### src/hw/rtl/node_registry_with_liveness_defines.svh
// Assertion macros for the node registry block.
// Used by the top level only; expects clk and rst_n in scope.
`ifndef NODE_REGISTRY_WITH_LIVENESS_DEFINES_SVH
`define NODE_REGISTRY_WITH_LIVENESS_DEFINES_SVH

// Same-cycle implication, checked outside reset.
`define NRL_ASSERT_NOW(lbl, ante, cons, msg) \
  lbl: assert property (@(posedge clk) disable iff (!rst_n) (ante) |-> (cons)) \
    else $error(msg);

// Next-cycle implication, checked outside reset.
`define NRL_ASSERT_NEXT(lbl, ante, cons, msg) \
  lbl: assert property (@(posedge clk) disable iff (!rst_n) (ante) |=> (cons)) \
    else $error(msg);

`endif

### src/hw/rtl/nrl_pkg.sv
// Shared constants, codes and types of the node registry block.
// No dependencies; imported by every module of the block.
`default_nettype none

package nrl_pkg;

  // Table geometry.
  localparam int TABLE_ENTRIES = 16;
  localparam int IDX_W = (TABLE_ENTRIES > 1) ? $clog2(TABLE_ENTRIES) : 1;
  localparam int CNT_W = $clog2(TABLE_ENTRIES + 1);

  // Fixed values.
  localparam logic [7:0]  NODE_NONE     = 8'hFF;
  localparam logic [7:0]  NODE_RSVD     = 8'h00;
  localparam logic [31:0] TIMEOUT_RESET = 32'd60000;
  localparam logic [4:0]  OFFLINE_MAX   = 5'h1F;

  // Operation codes.
  localparam logic [1:0] OP_JOIN  = 2'd0;
  localparam logic [1:0] OP_HEARD = 2'd1;
  localparam logic [1:0] OP_SWEEP = 2'd2;

  // Result codes.
  localparam logic [2:0] RC_NEW_ID     = 3'd0;
  localparam logic [2:0] RC_KNOWN_ID   = 3'd1;
  localparam logic [2:0] RC_REG_FULL   = 3'd2;
  localparam logic [2:0] RC_TRACKED    = 3'd3;
  localparam logic [2:0] RC_RESERVED   = 3'd4;
  localparam logic [2:0] RC_NO_SLOT    = 3'd5;
  localparam logic [2:0] RC_SWEEP_DONE = 3'd6;

  // Registry append: device goes to the entry at the current count.
  typedef struct packed {
    logic        en;
    logic [31:0] device;
  } reg_wr_t;

  // Status slot update.
  typedef struct packed {
    logic             en;
    logic [IDX_W-1:0] addr;
    logic             set_node;
    logic [7:0]       node;
    logic             set_seen;
    logic [31:0]      seen;
    logic             online;
  } stat_wr_t;

  // Contents of one table row at the scan index.
  typedef struct packed {
    logic [31:0] device;
    logic [7:0]  node;
    logic [31:0] last_seen;
    logic        online;
  } entry_rd_t;

  // Shared compare unit results.
  typedef struct packed {
    logic eq;
    logic gt;
  } cmp_res_t;

endpackage

`default_nettype wire

### src/hw/rtl/node_registry_with_liveness.sv
// Join scans the registry and, unless full, the status table; heard scans the status table;
// sweep ages every status row; a reserved ID or unused opcode goes straight to the result.
// Scans take one row per cycle via the shared compare unit. One transaction at a time; the
// next is taken once the result sits in the output register. Synchronous active-low
// reset empties the registry, frees every status slot and sets the timeout to 60000.
`default_nettype none

`include "node_registry_with_liveness_defines.svh"

module node_registry_with_liveness (
  input  wire logic        clk,
  input  wire logic        rst_n,
  // Input channel.
  input  wire logic        in_valid,
  output logic             in_stall,
  input  wire logic [1:0]  in_opcode,
  input  wire logic [31:0] in_device_id,
  input  wire logic [7:0]  in_node_id,
  input  wire logic [31:0] in_now_ms,
  // Result channel.
  output logic             out_valid,
  input  wire logic        out_stall,
  output logic [2:0]       out_result_code,
  output logic [7:0]       out_assigned_id,
  output logic [4:0]       out_offline_count,
  // Configuration.
  input  wire logic        cfg_we,
  input  wire logic [31:0] cfg_wdata
);
  import nrl_pkg::*;

  localparam logic [2:0] S_IDLE     = 3'd0;
  localparam logic [2:0] S_REG      = 3'd1;
  localparam logic [2:0] S_STAT     = 3'd2;
  localparam logic [2:0] S_STAT_END = 3'd3;
  localparam logic [2:0] S_SWEEP    = 3'd4;
  localparam logic [2:0] S_FIN      = 3'd5;

  localparam logic [CNT_W-1:0] LAST_IDX = CNT_W'(TABLE_ENTRIES - 1);
  localparam logic [CNT_W-1:0] FULL_CNT = CNT_W'(TABLE_ENTRIES);

  logic [2:0]       state_r, state_nxt;
  logic [1:0]       op_r, op_nxt;
  logic [31:0]      dev_r, dev_nxt;
  logic [7:0]       node_r, node_nxt;
  logic [31:0]      now_r, now_nxt;
  logic [CNT_W-1:0] idx_r, idx_nxt;
  logic [2:0]       code_r, code_nxt;
  logic [7:0]       assigned_r, assigned_nxt;
  logic [4:0]       offline_r, offline_nxt;
  logic             free_vld_r, free_vld_nxt;
  logic [IDX_W-1:0] free_idx_r, free_idx_nxt;
  logic [31:0]      timeout_r;
  logic             out_valid_r, out_valid_nxt;
  logic [2:0]       out_code_r;
  logic [7:0]       out_assigned_r;
  logic [4:0]       out_offline_r;

  logic             in_take;
  logic             out_load;
  logic [CNT_W-1:0] reg_count;
  logic [7:0]       new_id;
  logic [7:0]       hit_id;
  entry_rd_t        row;
  reg_wr_t          reg_wr;
  stat_wr_t         stat_wr;
  logic [31:0]      cmp_a, cmp_b;
  cmp_res_t         cmp;

  nrl_tables u_tables (
    .clk       (clk),
    .rst_n     (rst_n),
    .rd_idx    (idx_r[IDX_W-1:0]),
    .reg_wr    (reg_wr),
    .stat_wr   (stat_wr),
    .rd        (row),
    .reg_count (reg_count)
  );

  // Operand select for the shared compare unit.
  always_comb begin
    case (state_r)
      S_REG: begin
        cmp_a = row.device;
        cmp_b = dev_r;
      end
      S_SWEEP: begin
        cmp_a = now_r;
        cmp_b = row.last_seen;
      end
      default: begin
        cmp_a = {24'd0, row.node};
        cmp_b = {24'd0, node_r};
      end
    endcase
  end

  nrl_cmp u_cmp (
    .op_a  (cmp_a),
    .op_b  (cmp_b),
    .limit (timeout_r),
    .res   (cmp)
  );

  assign in_stall = (state_r != S_IDLE);
  assign in_take  = in_valid && !in_stall;
  assign out_load = (state_r == S_FIN) && (!out_valid_r || !out_stall);
  assign new_id   = 8'(reg_count) + 8'd1;
  assign hit_id   = 8'(idx_r) + 8'd1;

  // Sequencer: registry scan, status scan and sweep, one row per cycle.
  always_comb begin
    state_nxt    = state_r;
    op_nxt       = op_r;
    dev_nxt      = dev_r;
    node_nxt     = node_r;
    now_nxt      = now_r;
    idx_nxt      = idx_r;
    code_nxt     = code_r;
    assigned_nxt = assigned_r;
    offline_nxt  = offline_r;
    free_vld_nxt = free_vld_r;
    free_idx_nxt = free_idx_r;
    reg_wr       = '0;
    stat_wr      = '0;

    case (state_r)
      S_IDLE: begin
        if (in_take) begin
          op_nxt       = in_opcode;
          dev_nxt      = in_device_id;
          node_nxt     = in_node_id;
          now_nxt      = in_now_ms;
          idx_nxt      = '0;
          assigned_nxt = NODE_NONE;
          offline_nxt  = '0;
          free_vld_nxt = 1'b0;
          case (in_opcode)
            OP_JOIN: begin
              state_nxt = S_REG;
            end
            OP_HEARD: begin
              if (in_node_id == NODE_RSVD || in_node_id == NODE_NONE) begin
                code_nxt  = RC_RESERVED;
                state_nxt = S_FIN;
              end else begin
                code_nxt  = RC_TRACKED;
                state_nxt = S_STAT;
              end
            end
            OP_SWEEP: begin
              code_nxt  = RC_SWEEP_DONE;
              state_nxt = S_SWEEP;
            end
            default: begin
              code_nxt  = RC_RESERVED;
              state_nxt = S_FIN;
            end
          endcase
        end
      end

      // Look the device up among the filled registry entries; append it if absent and not full.
      S_REG: begin
        if (idx_r == reg_count) begin
          if (reg_count == FULL_CNT) begin
            code_nxt  = RC_REG_FULL;
            state_nxt = S_FIN;
          end else begin
            reg_wr.en     = 1'b1;
            reg_wr.device = dev_r;
            code_nxt      = RC_NEW_ID;
            assigned_nxt  = new_id;
            node_nxt      = new_id;
            idx_nxt       = '0;
            state_nxt     = S_STAT;
          end
        end else if (cmp.eq) begin
          code_nxt     = RC_KNOWN_ID;
          assigned_nxt = hit_id;
          node_nxt     = hit_id;
          idx_nxt      = '0;
          state_nxt    = S_STAT;
        end else begin
          idx_nxt = idx_r + CNT_W'(1);
        end
      end

      // Find the node's slot, remembering the first free one on the way.
      S_STAT: begin
        if (cmp.eq) begin
          stat_wr.en       = 1'b1;
          stat_wr.addr     = idx_r[IDX_W-1:0];
          stat_wr.set_seen = 1'b1;
          stat_wr.seen     = now_r;
          stat_wr.online   = 1'b1;
          state_nxt        = S_FIN;
        end else begin
          if (row.node == NODE_NONE && !free_vld_r) begin
            free_vld_nxt = 1'b1;
            free_idx_nxt = idx_r[IDX_W-1:0];
          end
          if (idx_r == LAST_IDX) begin
            state_nxt = S_STAT_END;
          end else begin
            idx_nxt = idx_r + CNT_W'(1);
          end
        end
      end

      // Not tracked yet: claim the first free slot if there is one.
      S_STAT_END: begin
        if (free_vld_r) begin
          stat_wr.en       = 1'b1;
          stat_wr.addr     = free_idx_r;
          stat_wr.set_node = 1'b1;
          stat_wr.node     = node_r;
          stat_wr.set_seen = 1'b1;
          stat_wr.seen     = now_r;
          stat_wr.online   = 1'b1;
        end else if (op_r == OP_HEARD) begin
          code_nxt = RC_NO_SLOT;
        end
        state_nxt = S_FIN;
      end

      // Age every tracked online node and take the stale ones offline.
      S_SWEEP: begin
        if (row.node != NODE_NONE && row.online && cmp.gt) begin
          stat_wr.en     = 1'b1;
          stat_wr.addr   = idx_r[IDX_W-1:0];
          stat_wr.online = 1'b0;
          if (offline_r != OFFLINE_MAX) begin
            offline_nxt = offline_r + 5'd1;
          end
        end
        if (idx_r == LAST_IDX) begin
          state_nxt = S_FIN;
        end else begin
          idx_nxt = idx_r + CNT_W'(1);
        end
      end

      // Wait for the output register to be free.
      S_FIN: begin
        if (out_load) begin
          state_nxt = S_IDLE;
        end
      end

      default: begin
        state_nxt = S_IDLE;
      end
    endcase
  end

  assign out_valid_nxt = out_load || (out_valid_r && out_stall);

  // Control registers.
  always_ff @(posedge clk) begin
    if (!rst_n) begin
      state_r     <= S_IDLE;
      out_valid_r <= 1'b0;
      free_vld_r  <= 1'b0;
      timeout_r   <= TIMEOUT_RESET;
    end else begin
      state_r     <= state_nxt;
      out_valid_r <= out_valid_nxt;
      free_vld_r  <= free_vld_nxt;
      if (cfg_we) begin
        timeout_r <= cfg_wdata;
      end
    end
  end

  // Working payload registers.
  always_ff @(posedge clk) begin
    op_r       <= op_nxt;
    dev_r      <= dev_nxt;
    node_r     <= node_nxt;
    now_r      <= now_nxt;
    idx_r      <= idx_nxt;
    code_r     <= code_nxt;
    assigned_r <= assigned_nxt;
    offline_r  <= offline_nxt;
    free_idx_r <= free_idx_nxt;
  end

  // Output register, loaded when a finished transaction can be presented.
  always_ff @(posedge clk) begin
    if (out_load) begin
      out_code_r     <= code_r;
      out_assigned_r <= assigned_r;
      out_offline_r  <= offline_r;
    end
  end

  assign out_valid         = out_valid_r;
  assign out_result_code   = out_code_r;
  assign out_assigned_id   = out_assigned_r;
  assign out_offline_count = out_offline_r;

  // Checks on the sequencer and tables.
  `NRL_ASSERT_NOW(a_reg_append_room, reg_wr.en, reg_count < FULL_CNT, "registry append when full")
  `NRL_ASSERT_NEXT(a_take_leaves_idle, in_take, state_r != S_IDLE, "accepted input left block idle")
  `NRL_ASSERT_NEXT(a_fin_holds, (state_r == S_FIN) && out_valid_r && out_stall, (state_r == S_FIN) && out_valid_r, "result overwrote a waiting result")
  `NRL_ASSERT_NOW(a_sweep_count, state_r == S_SWEEP, offline_r <= 5'(TABLE_ENTRIES), "sweep count beyond table size")

endmodule

`default_nettype wire

### src/hw/rtl/nrl_cmp.sv
// Shared compare unit: equality and wrapping age against a limit.
// Depends on nrl_pkg.
`default_nettype none

module nrl_cmp (
  input  wire logic [31:0]      op_a,
  input  wire logic [31:0]      op_b,
  input  wire logic [31:0]      limit,
  output nrl_pkg::cmp_res_t     res
);
  import nrl_pkg::*;

  logic [31:0] diff;

  // One subtractor serves both the match test and the age test.
  assign diff   = op_a - op_b;
  assign res.eq = (diff == 32'd0);
  assign res.gt = (diff > limit);

endmodule

`default_nettype wire

### src/hw/rtl/nrl_tables.sv
// Registry and status tables, read at the sequencer's scan index.
// Depends on nrl_pkg.
`default_nettype none

module nrl_tables (
  input  wire logic                      clk,
  input  wire logic                      rst_n,
  input  wire logic [nrl_pkg::IDX_W-1:0] rd_idx,
  input  wire nrl_pkg::reg_wr_t          reg_wr,
  input  wire nrl_pkg::stat_wr_t         stat_wr,
  output nrl_pkg::entry_rd_t             rd,
  output logic [nrl_pkg::CNT_W-1:0]      reg_count
);
  import nrl_pkg::*;

  logic [31:0]      reg_device_r [TABLE_ENTRIES];
  logic [CNT_W-1:0] reg_count_r;
  logic [7:0]       stat_node_r  [TABLE_ENTRIES];
  logic [31:0]      stat_seen_r  [TABLE_ENTRIES];
  logic             stat_online_r[TABLE_ENTRIES];

  // Registry devices hold no reset; only entries below the count are read.
  always_ff @(posedge clk) begin
    if (reg_wr.en) begin
      reg_device_r[reg_count_r[IDX_W-1:0]] <= reg_wr.device;
    end
  end

  // Registry fill count. Node IDs are handed out in order, so entry i owns ID i+1.
  always_ff @(posedge clk) begin
    if (!rst_n) begin
      reg_count_r <= '0;
    end else if (reg_wr.en) begin
      reg_count_r <= reg_count_r + CNT_W'(1);
    end
  end

  // Status table: reset marks every slot free and offline.
  always_ff @(posedge clk) begin
    if (!rst_n) begin
      for (int i = 0; i < TABLE_ENTRIES; i++) begin
        stat_node_r[i]   <= NODE_NONE;
        stat_seen_r[i]   <= '0;
        stat_online_r[i] <= 1'b0;
      end
    end else if (stat_wr.en) begin
      if (stat_wr.set_node) begin
        stat_node_r[stat_wr.addr] <= stat_wr.node;
      end
      if (stat_wr.set_seen) begin
        stat_seen_r[stat_wr.addr] <= stat_wr.seen;
      end
      stat_online_r[stat_wr.addr] <= stat_wr.online;
    end
  end

  // Row read at the scan index.
  assign rd.device    = reg_device_r[rd_idx];
  assign rd.node      = stat_node_r[rd_idx];
  assign rd.last_seen = stat_seen_r[rd_idx];
  assign rd.online    = stat_online_r[rd_idx];
  assign reg_count    = reg_count_r;

endmodule

`default_nettype wire
### config.mk
export PLATFORM = sky130hd
export DESIGN_NAME = node_registry_with_liveness
export DESIGN_NICKNAME = d
export VERILOG_FILES = /design/src/hw/rtl/nrl_pkg.sv /design/src/hw/rtl/node_registry_with_liveness.sv /design/src/hw/rtl/nrl_cmp.sv /design/src/hw/rtl/nrl_tables.sv
export VERILOG_INCLUDE_DIRS = /design/src /design/src/hw/rtl
export SDC_FILE = /design/constraint.sdc
export NUM_CORES = 2
export LEC_CHECK = 0
export ABC_AREA = 1
export BUFFER_PORTS_ARGS = -buffer_cell sky130_fd_sc_hd__buf_2
export CORE_MARGIN = 1.5
export CORE_UTILIZATION = 50
export DETAILED_ROUTE_END_ITERATION = 7
export PLACE_DENSITY_LB_ADDON = 0.1
export SYNTH_ARGS = -nofsm -noshare
export SYNTH_HDL_FRONTEND = slang
export SYNTH_SLANG_ARGS = --single-unit
### constraint.sdc
create_clock -name clk -period 7.7 [get_ports clk]
set_input_delay 0.385 -clock clk [delete_from_list [all_inputs] [get_ports clk]]
set_output_delay 0.385 -clock clk [all_outputs]
set_load 0.005 [all_outputs]
==> results.cfg <==
[outcome]
status = finished clean

[detailed_routing]
routed_wl_um = 198000
first_pass_iters = 7
ant_nets = 0
vias_per_cell = 6.09
wl_per_cell_um = 26.4
drc = 0
vias = 45700
drtIter0Drc = 6137

[clock_tree]
numCtsBuffers = 143
clk_latency_ns = 0.80
cts_sinks = 1327
cts.path.max_buffers = 3
clk_pin_slew_worst_paths_ns = 0.06
tritoncts = done
cts_max_level = 4
root_buffer = clkbuf_16

[sta]
max_freq_mhz = 136
setup_viol = 0
tightest_slew_ns = 1.28
rsz0062_at_grt = no
fin_worst_skew_ns = 0.0306
final_hold_viol_count = 0
slew_viol_final = 0
maxSlewHeadroom = 0.149
period_needed_ns = 7.37
min_period_over_period = 0.957
tns_ns = 0

[yosys]
yosysWarnings = 0
syn-cell-area_sq_um = 59800
synthesis.nets = 5807
synth.largest_area_cell = edfxtp_1
yosysSeqAreaShare = 0.657
synth_area_leaders = edfxtp_1 (64%), nor2_1 (8.3%), o21ai_0 (6.0%), nand2_1 (3.6%), dfxtp_1 (2.1%)
synth_top_area_share = 0.636
synth_edf_count = 1265
synth_flop_cell = edfxtp_1
syn_area_per_cell_sq_um = 10.6
ys_async_sr_fraction = 0
ys_ff_latch = 1327
yosysUniqueCellTypes = 55
syn_inst = 5618

[power]
ir_worst_vdd_mv = 0.331
power.density_nw_per_um2 = 390
power.leakage_nw = 24.8

[finish]
drive_gt1_frac = 0.120
register_area_sq_um = 39200
antenna_cells = 0
multiInputGateArea_sq_um = 17900
syn_to_final_growth_pct = 16.6
layout.nets = 6048
fillerInstances = 9848
design_area_sq_um = 69700

[worst_setup_path]
critical-path-max-stage-delay_ns = 0.51
reg2reg_slack_ns = 0.33
endpoint_kind = flip-flop
rr_worst_depth = 34
critPathKind = flip-flop to flip-flop
r2r-end = u_tables.stat_seen_r[7][8]
path_common_cell = nand2_1
crit_end = u_tables.stat_seen_r[7][8]
worstPathArrival_ns = 7.86
cp-start-kind = flip-flop
cp.required_ns = 8.20
timing.critical_path.slowest_stage_cell = dfxtp_4
critPathMaxFanout = 77

[placed_design]
hpwl_um = 124000
post_dp_cell_area_sq_um = 63600
portBuffers = 128
place.gp.congestion = 0.993

[global_route]
antenna_found_initial = 5
grt_max_degree = 109
overflow = 0
track_usage = 0.320
grt_pass1_wl_um = 285000
grt_pass1_vias = 43100

[worst_hold_path]
min_path_cells = 3
hold_path_class = input pin to flip-flop

[floorplanning]
io_pins = 129
start_util = 0.505
num_rows = 126
fp.coreArea_sq_um = 118000
die_y_um = 349
die_area_sq_um = 122000
die_x_um = 349

[run]
maxCapViolCount = 0
## cells by family after synthesis
logic type	count (synthesis)	share of synthesized area
buffers and inverters	710	0.0481
AO/OA/AOI/OAI	1240	0.121
adder cells (fa/ha/maj)	78	0.0165
AND/OR/NAND/NOR	2256	0.157
flip-flops	1327	0.657
XOR/XNOR	7	0.00103
## per-layer routing
layer | vias up | global-route usage | wire length (um)
met3 | 409 | 0.0628 | 20200
met1 | 22500 | 0.443 | 79200
met4 | 2 | 0.119 | 7160
met5 | - | 0 | 11
li1 | 20400 | - | -
met2 | 2476 | 0.503 | 91400
## repair_timing
action                                  CTS  global route
gates resized for setup                   0            20
setup buffers                             0             2
hold endpoints to repair                107             0
endpoints found under the setup margin    0          1266
hold buffers                            121             0
## layout by cell type, fill, tap and decap left out, types with 127 or more instances in the layout
cell and n:
o22ai_1 147, nand3_1 206, inv_1 282, edfxtp_1 1265, nand2_1 549, nor2_1 1297, buf_4 170, o21ai_0 713
buf_2 127, clkbuf_16 148
## cells in the mapped netlist, types with 14 or more instances
| library cell | n |
|---|---|
| o211ai_1 | 59 |
| dfxtp_1 | 62 |
| clkbuf_1 | 291 |
| o22ai_1 | 148 |
| o21ai_0 | 716 |
| inv_2 | 20 |
| ha_1 | 77 |
| inv_1 | 284 |
| buf_2 | 63 |
| buf_4 | 18 |
| a32o_1 | 16 |
| a21oi_1 | 110 |
| nand2_4 | 14 |
| o21ai_1 | 16 |
| a22oi_1 | 25 |
| nand2_1 | 569 |
| edfxtp_1 | 1265 |
| o221ai_1 | 105 |
| nor2_1 | 1317 |
| nand4_1 | 83 |
| nand3_1 | 207 |
| buf_1 | 20 |
## critical path: cells and delay by family, from the launching register on
family / cells / cell delay (ns)
flip-flops: 1 / 0.51
adder cells (fa/ha/maj): 2 / 0.81
AO/OA/AOI/OAI: 7 / 1.62
AND/OR/NAND/NOR: 20 / 3.09
buffers and inverters: 5 / 0.89
## state kept, by name, summed over array words and instances, names as in the netlist, 2 cells and up, named ones only
name,count
u_tables.stat_seen_r,512
op_r,2
out_result_code,3
state_r,3
out_assigned_id,7
idx_r,5
assigned_r,7
free_idx_r,4
timeout_r,32
out_offline_count,5
u_tables.reg_count,5
offline_r,5
now_r,32
code_r,3
node_r,8
u_tables.stat_node_r,128
u_tables.stat_online_r,16
u_tables.reg_device_r,512
dev_r,32
## worst min path at each step
stage,startpoint,to,slack [ns]
floorplan,assigned_r[0],out_assigned_id[0],0.40
global placement,assigned_r[1],out_assigned_id[1],0.40
detailed placement,assigned_r[2],out_assigned_id[2],0.41
CTS,cfg_we,timeout_r[0],0.02
global route,cfg_we,timeout_r[0],0.06
finish,cfg_we,timeout_r[0],0.07
## final cells by class
| type | count | share of cell area |
|---|---|---|
| Sequential cell | 1327 | 0.563 |
| Multi-Input combinational cell | 3581 | 0.257 |
| Timing Repair Buffer | 495 | 0.0673 |
| Clock buffer | 180 | 0.0545 |
| Tap cell | 1536 | 0.0276 |
| Inverter | 310 | 0.0173 |
| Clock inverter | 85 | 0.0134 |
| Timing Repair inverter | 1 | 0.000162 |
## metrics by stage
stage	setup WS, ns	utilization	cells	hold WS, ns	power (mW)
floorplan	0.659	-	5618	0.400	15.6
global placement	0.336	0.538	7124	0.405	19.8
detailed placement	0.263	0.538	7124	0.407	19.9
CTS	0.233	0.588	7510	0.0182	26.9
global route	0.0184	0.589	7515	0.0642	28.5
finish	0.335	0.589	7515	0.0738	27.2
## where the power goes
group | internal [mW] | leakage (nW) | total, mW | switching (mW)
sequential | 8.39 | 12.5 | 8.88 | 0.489
clock | 4.02 | 2.31 | 6.99 | 2.98
combinational | 3.35 | 10.0 | 11.3 | 7.99
(Power assumes the default switching activity.)
